`config.mk`:
```
export PLATFORM = sky130hd
export DESIGN_NAME = dflru_victim_scan
export DESIGN_NICKNAME = d
export VERILOG_FILES = /design/src/rtl/core/dflru_pkg.sv /design/src/rtl/core/dflru_victim_scan.sv
export SDC_FILE = /design/constraint.sdc
export NUM_CORES = 1
export LEC_CHECK = 0
export BUFFER_PORTS_ARGS = -buffer_cell sky130_fd_sc_hd__clkbuf_2
export CAP_MARGIN = 30
export CORE_ASPECT_RATIO = 0.9
export CORE_MARGIN = 8
export CORE_UTILIZATION = 45
export CTS_BUF_LIST = sky130_fd_sc_hd__clkbuf_16
export CTS_CLUSTER_SIZE = 12
export DETAILED_ROUTE_END_ITERATION = 8
export PLACE_DENSITY = 0.95
export REMOVE_ABC_BUFFERS = 1
export SLEW_MARGIN = 20
export SYNTH_ARGS = -nofsm -noshare
export SYNTH_HDL_FRONTEND = slang
export SYNTH_SLANG_ARGS = --single-unit
```
`constraint.sdc`:
```
create_clock -name clk -period 13.35 [get_ports clk]
set_input_delay 2.67 -clock clk [delete_from_list [all_inputs] [get_ports clk]]
set_output_delay 2.67 -clock clk [all_outputs]
set_load 0.005 [all_outputs]
```
`src/rtl/core/dflru_pkg.sv`:
```
// Shared types and constants for the dirty-first LRU replacer.
// No dependencies; imported by every module of the block.
`default_nettype none
package dflru_pkg;

	// Fixed field and stamp widths
	localparam int ACTION_W     = 2;
	localparam int SET_IDX_W    = 6;
	localparam int WAY_IDX_W    = 3;
	localparam int STAMP_W      = 32;
	localparam int KEY_W        = STAMP_W + 1;
	localparam logic [STAMP_W-1:0] STAMP_MAX = '1;

	// Default geometry
	localparam int DEF_NUM_SETS = 64;
	localparam int DEF_NUM_WAYS = 8;

	typedef enum logic [ACTION_W-1:0] {
		ACT_INVAL  = 2'd0,
		ACT_TOUCH  = 2'd1,
		ACT_FILL   = 2'd2,
		ACT_VICTIM = 2'd3
	} action_t;

	typedef struct packed {
		action_t                action;
		logic [SET_IDX_W-1:0]   set_index;
		logic [WAY_IDX_W-1:0]   way;
		logic                   is_write;
	} req_t;

	typedef struct packed {
		logic [WAY_IDX_W-1:0]   victim_way;
		logic                   victim_dirty;
	} rsp_t;

	// Sequencer states
	typedef enum logic [1:0] {
		ST_IDLE,
		ST_RD,
		ST_SCAN,
		ST_DONE
	} state_t;

	// Row memory port controls
	typedef struct packed {
		logic rd;
		logic wr;
	} mem_cmd_t;

	// Victim scan status
	typedef struct packed {
		logic busy;
		logic done;
		rsp_t res;
	} scan_sts_t;

endpackage
`default_nettype wire

```
`src/rtl/core/dflru_victim_scan.sv`:
```
// Serial victim search: one way per cycle through a shared 33-bit compare.
// Uses dflru_pkg; key is {clean, stamp} so dirty ways rank first.
`default_nettype none
module dflru_victim_scan #(
	parameter int NUM_WAYS = dflru_pkg::DEF_NUM_WAYS,
	parameter int WW       = 3
) (
	input  wire logic                                      clk,
	input  wire logic                                      arst_n,
	input  wire logic                                      start,
	input  wire logic [NUM_WAYS-1:0][dflru_pkg::STAMP_W-1:0] stamps,
	input  wire logic [NUM_WAYS-1:0]                       dirty,
	output dflru_pkg::scan_sts_t                           sts
);
	import dflru_pkg::*;

	logic [WW-1:0]    cnt_q;
	logic             busy_q;
	logic             done_q;
	logic             found_q;
	logic [KEY_W-1:0] best_key_q;
	logic [WW-1:0]    best_way_q;
	logic [KEY_W-1:0] key_cur;
	logic             take;
	logic             last;

	// Compare the current way against the best so far
	always_comb begin
		key_cur = {~dirty[cnt_q], stamps[cnt_q]};
		take    = !found_q || (key_cur < best_key_q);
		last    = (cnt_q == WW'(NUM_WAYS - 1));
	end

	// Advance the scan counter and control flags
	always_ff @(posedge clk or negedge arst_n) begin
		if (!arst_n) begin
			cnt_q   <= '0;
			busy_q  <= 1'b0;
			done_q  <= 1'b0;
			found_q <= 1'b0;
		end else if (start) begin
			cnt_q   <= '0;
			busy_q  <= 1'b1;
			done_q  <= 1'b0;
			found_q <= 1'b0;
		end else if (busy_q) begin
			found_q <= 1'b1;
			if (last) begin
				busy_q <= 1'b0;
				done_q <= 1'b1;
			end else begin
				cnt_q <= cnt_q + 1'b1;
			end
		end
	end

	// Hold the best candidate
	always_ff @(posedge clk) begin
		if (busy_q && !start && take) begin
			best_key_q <= key_cur;
			best_way_q <= cnt_q;
		end
	end

	always_comb begin
		sts.busy             = busy_q;
		sts.done             = done_q;
		sts.res.victim_way   = WAY_IDX_W'(best_way_q);
		sts.res.victim_dirty = ~best_key_q[KEY_W-1];
	end

endmodule
`default_nettype wire

```
# Word-level counts from Yosys, hierarchy flattened
# Cells that the tools add are included.
word_totals:
  reg_bits: 42
  in_bits: 267
  output_inout_bits: 6
  word_cells: 37
classes:
  add_sub_neg: 1
  n_lt_le_gt_ge: 2
  n_eq_ne: 2
  mux: 15
  bitwise_logic: 2
  reduce_logical: 9
ops:
  columns: ["op", "count"]
  rows:
  - ["binary-select mux 32 bit (select 3 bit)", 1]
  - ["< comparator 33 bit", 1]
  - ["two-way mux 32 bit", 1]
  - ["two-way mux 1 bit", 9]
  - ["two-way mux 3 bit", 3]
  - ["< comparator 3 x 4 -> 1 bit, second input constant", 1]
  - ["AND reduction 2 bit", 2]
  - ["nonzero test 2 bit", 2]
  - ["adder 3 x 1 -> 3 bit, second input constant", 1]
  - ["binary-select mux 1 bit (select 3 bit)", 1]
  - ["equality test 3 bit, second input constant", 1]
  - ["logical AND 1 bit", 2]
  - ["zero test 1 bit", 2]
  - ["!= test 2 bit, second input constant", 1]
  - ["NOT 1 bit", 2]
  - ["logical OR 1 bit", 1]

# Longest topological paths before layout
logic_depth:
  word_depth: 6
  ltp_mapped: 10
  depth_no_buf: 8

# Worst setup path before layout
# Ideal clock, no wire load.
synth_path:
  path_type: "in2reg"
  startpoint: "in stamps[239] (netlist name)"
  endpoint: "reg best_key_q[0] (enable)"
  setup_time_ns: 0.461
  arrival_ns: 6.909
  t_required_ns: 12.889
  path_slack_ns: 5.979
  cell_stages: 8
  path_buffers: 0
  path_cell_list: "mux4_2 mux2_2 ha_1 a21oi_1 nand2_1 a221o_1 o311a_1 a2111oi_2"
synth_via:
  elab_chain_len: 5
synth_lines:
  columns: ["element", "line_no", "rtl"]
  rows:
  - ["from (decl)", "dflru_victim_scan.sv:11", "input wire logic [NUM_WAYS-1:0][dflru_pkg::STAMP_W-1:0] stamps,"]
  - ["binary-select mux 32 bit (select 3 bit)", "dflru_victim_scan.sv:29", "key_cur = {~dirty[cnt_q], stamps[cnt_q]};"]
  - ["two-way mux 32 bit (implied by the code)", "dflru_victim_scan.sv:29", null]
  - ["named net key_cur[15]", "dflru_victim_scan.sv:23", "logic [KEY_W-1:0] key_cur;"]
  - ["< comparator 33 bit", "dflru_victim_scan.sv:30", "take = !found_q || (key_cur < best_key_q);"]
  - ["logical OR 1 bit", "dflru_victim_scan.sv:30", null]
  - ["logical AND 1 bit", "dflru_victim_scan.sv:59", "if (busy_q && !start && take) begin"]
  - ["to (signal assigned)", "dflru_victim_scan.sv:60", "best_key_q <= key_cur;"]
  - ["to (decl)", "dflru_victim_scan.sv:21", "logic [KEY_W-1:0] best_key_q;"]
# The timed path passes the listed nets, and every way through them passes these cells. The select of a mux whose other input is x is not followed.
# A chain may end at the register's enable or synchronous reset.

# Final worst setup path
layout_path:
  startpoint: "in stamps[238] (netlist name)"
  endpoint: "reg best_key_q[20] (enable)"
# The elaborated chain is that of the path after synthesis.

==> results.rst <==
.. list-table::
   :header-rows: 1

   * - Metric
     - Value
   * - Synth Cell Area
     - 0.004098 mm²
   * - Wire length of the first global-routing pass
     - 20780 µm
   * - Clock Root Buffer
     - sky130_fd_sc_hd__clkbuf_16
   * - Via count normalized by instance count
     - 5.443
   * - Area overhead of the layout relative to synthesis
     - 39.79%
   * - Antenna diode count
     - 0
   * - Global-route met2 utilization
     - 40.12%
   * - Class of the tightest hold or removal check
     - reg -> reg
   * - DIE AREA
     - 0.01242 mm²
   * - Largest clock skew in the final design
     - 0.005379 ns
   * - Pwr/cell area
     - 93.39 mW/mm²
   * - Number of sinks on the clock net
     - 42
   * - Number of failing setup endpoints in the final timing report
     - 0
   * - Ratio of cells with drive above 1 in the final layout
     - 68.82%
   * - Required time reported for the critical path endpoint
     - 13.27 ns
   * - 1st-pass router iterations
     - 6
   * - Slowest stage cell on the critical path
     - sky130_fd_sc_hd__a2111oi_4
   * - Min Tclk post-route
     - between 5 and 6 ns
   * - Final Power
     - roughly 0.53 mW
   * - Tightest hold margin
     - 0.5227 ns
   * - Type of element capturing the critical path
     - flip-flop
   * - Die extent in x
     - 116.6 µm
   * - Number of buffers added to fix hold violations after cts
     - 0
   * - FF+latch count, synth
     - 42
   * - Register area share after synthesis
     - 30.05%
   * - Placed wire-length estimate after detailed placement
     - between 10000 and 15000 µm
   * - Overflow after GRT
     - 0
   * - Critical Path Start Type
     - input pin
   * - Number of buffers added by the clock tree synthesis step
     - 5
   * - Setup slack at placement
     - 7.133 ns
   * - Routed len/inst
     - 19.43 µm
   * - Vias post-DR
     - around 3700
   * - Worst-path cell chain
     - clkbuf_2 > mux4_2 > mux2_2 > ha_1 > nand4_1 > nor2_1 > a221o_1 > o311a_1 > a2111oi_4 > buf_4
   * - CP peak stage delay
     - slightly below 0.6 ns
   * - Worst-case vdd ir drop
     - 0.00006068 V
   * - Synth warnings
     - 0
   * - Crit path DAT
     - 5.85 ns
   * - DIE HEIGHT
     - between 100 and 150 µm
   * - Number of DRC violations after detailed routing
     - 0
   * - Starting Density
     - 45.52%
   * - Max-cap violations
     - 0
   * - Final slew viol count
     - 0
   * - Row Count
     - 33
   * - Met1 global-route usage
     - a little under a quarter
   * - Number of antenna violations at the first check in global routing
     - 0
   * - Leakage power summed over all cells
     - around 2.7 nW
   * - H-tree depth
     - 2
   * - Number of buffer cells added on primary ports
     - around 270
   * - Synthesized instance count
     - 294
   * - Post-synthesis area per instance
     - around 14 µm²
   * - Maximum fanout along the worst path
     - 30
   * - Routability cong.
     - 0.7594
   * - Actual slew at the worst max-slew pin
     - 0.8916 ns
   * - Top Ports
     - 273
   * - Max-slew headroom
     - 40.56%
   * - Post-DRT Antenna Nets
     - 0
   * - Met3 Use GR
     - 5.382%
   * - Post-CTS setup repair buffer count
     - 0
   * - Core Box Area
     - between 0.009 and 0.01 mm²
   * - Sum of negative setup slack
     - 0 ns
   * - Period utilisation layout
     - 44.39%
   * - Maximum buffer depth of the clock tree
     - 2
   * - Clock-pin slew reported for the worst setup and hold paths after clock tree synthesis
     - 0.06 ns
   * - Worst setup path category
     - in -> reg
   * - Minimum setup slack in the final design
     - 7.424 ns
   * - Fmax
     - 0.1687 GHz
   * - Number of different library cells in the post-synthesis netlist
     - 31
   * - Most Used Layer, Global Route
     - met2
   * - Clock insertion delay at the later pin of the skew report
     - 0.27 ns
   * - Setup repair after global routing missed its margin
     - false
   * - Final Hold Viols
     - 0
   * - DRT Wirelength
     - between 10000 and 15000 µm
   * - Violation count after the first detailed-routing iteration
     - 146
   * - Result of the run
     - complete, no violations
   * - Vias in the first global route
     - 4336
   * - Maximum number of pins on one net before global-route repair
     - 70
   * - Nets
     - 858
   * - CTS tree
     - done
   * - Number of instances resized during post-cts repair
     - 0
   * - Gr usage total
     - about a fifth
-- state kept, by name, summed over array words and instances, names as in the netlist --
name and cells:
cnt_q 3, found_q 1, done_q 1, best_way_q 3, best_key_q 33, busy_q 1
-- area by class of cell --
class,instances,area (µm²)
timing repair buffer,276,1411
inverter,34,127.6
multi-input combinational,198,2661
clock buffer,5,125.1
tap,122,152.6
clock inverter,3,12.51
sequential,42,1237
fill,750,3273
-- worst max-delay path: cells and delay by family --
kind | cells | cell delay [ns]
simple gates | 2 | 0.25
compound gates | 3 | 1.29
fa+ha+maj | 1 | 0.30
mux | 2 | 0.76
buf+inv | 2 | 0.57
-- worst paths after layout --
path | end | cells past startpoint | slack, ns | from
max in group asynchronous | cnt_q[0]$_DFFE_PN0P_ | 1 | 10.97 | arst_n
min | done_q$_DFFE_PN0P_ | 2 | 0.52 | done_q$_DFFE_PN0P_
max | best_key_q[20]$_DFFE_PP_ | 10 | 7.42 | stamps[238]
max reg2reg | best_key_q[20]$_DFFE_PP_ | 10 | 8.29 | cnt_q[0]$_DFFE_PN0P_
min reg2reg | done_q$_DFFE_PN0P_ | 2 | 0.52 | done_q$_DFFE_PN0P_
min in group asynchronous | done_q$_DFFE_PN0P_ | 1 | 2.21 | arst_n
-- per-stage QoR --
stage               std cells  util [%]  instance area (µm²)
detailed placement        671     61.80                 5563
floorplan                 274         -                 4008
global route              680     63.64                 5728
CTS                       679     63.33                 5700
finish                    680     63.64                 5728
global placement          671     61.80                 5563
-- power breakdown --
group          internal, mW  switching, mW  total, mW
Sequential            0.172         0.0117      0.184
Combinational         0.134          0.104      0.237
Clock                0.0676         0.0460      0.114
-- cell usage after synthesis --
master                       n  share of area (%)
sky130_fd_sc_hd__inv_1      34                3.1
sky130_fd_sc_hd__a21boi_0    1               0.18
sky130_fd_sc_hd__nor3_1      1               0.12
sky130_fd_sc_hd__buf_1       5               0.46
sky130_fd_sc_hd__mux4_2     66                 36
sky130_fd_sc_hd__o311a_1     1               0.24
sky130_fd_sc_hd__dfrtp_1     6                3.7
sky130_fd_sc_hd__o21ai_0     3               0.37
sky130_fd_sc_hd__xor2_1      1               0.21
sky130_fd_sc_hd__buf_2       6               0.73
sky130_fd_sc_hd__clkbuf_1    7               0.64
sky130_fd_sc_hd__a211oi_1    1               0.18
sky130_fd_sc_hd__edfxtp_1   36                 26
sky130_fd_sc_hd__o21a_1      1               0.18
sky130_fd_sc_hd__a21o_1      2               0.37
sky130_fd_sc_hd__a221o_1     1               0.24
sky130_fd_sc_hd__a2111oi_2   1               0.37
sky130_fd_sc_hd__nor4_1      2               0.31
sky130_fd_sc_hd__a2111oi_0   1               0.21
sky130_fd_sc_hd__a21oi_1    16                2.0
sky130_fd_sc_hd__nand4_1     8                1.2
sky130_fd_sc_hd__ha_1       34                 10
sky130_fd_sc_hd__nand2_1     9               0.82
sky130_fd_sc_hd__mux2_2     32                8.8
sky130_fd_sc_hd__a2bb2oi_1   1               0.21
sky130_fd_sc_hd__nand3_1     5               0.61
sky130_fd_sc_hd__mux2i_1     1               0.24
sky130_fd_sc_hd__o211ai_1    1               0.18
sky130_fd_sc_hd__buf_4       2               0.37
sky130_fd_sc_hd__nor2_1      7               0.64
sky130_fd_sc_hd__nand2b_1    2               0.31
-- layout by cell type, fill, tap and decap left out, drive strengths merged, types with 2 or more instances in the layout --
| cell type | instances |
|---|---|
| a2111oi | 2 |
| a21o | 2 |
| a21oi | 16 |
| buf | 4 |
| clkbuf | 277 |
| clkinv | 2 |
| dfrtp | 6 |
| edfxtp | 36 |
| ha | 34 |
| inv | 35 |
| mux2 | 32 |
| mux4 | 66 |
| nand2 | 9 |
| nand2b | 2 |
| nand3 | 5 |
| nand4 | 8 |
| nor2 | 7 |
| nor4 | 2 |
| o21ai | 3 |
-- per-layer routing --
layer | wire length, µm | vias to the layer above | part of all wire (%)
li1 | - | 1732 | -
met4 | 202 | 0 | 1.5
met5 | 0 | - | 0
met3 | 1252 | 18 | 9.5
met2 | 7042 | 173 | 53
met1 | 4715 | 1778 | 36
-- kinds of logic after synthesis --
family          count (synthesis)  share of synthesized area (%)
simple gates                   34                          4.030
buf+inv                        54                          5.313
mux                            99                          45.31
fa+ha+maj                      34                          10.38
flops                          42                          30.05
xor+xnor                        1                         0.2138
compound gates                 30                          4.702
(Power assumes the default switching activity.)
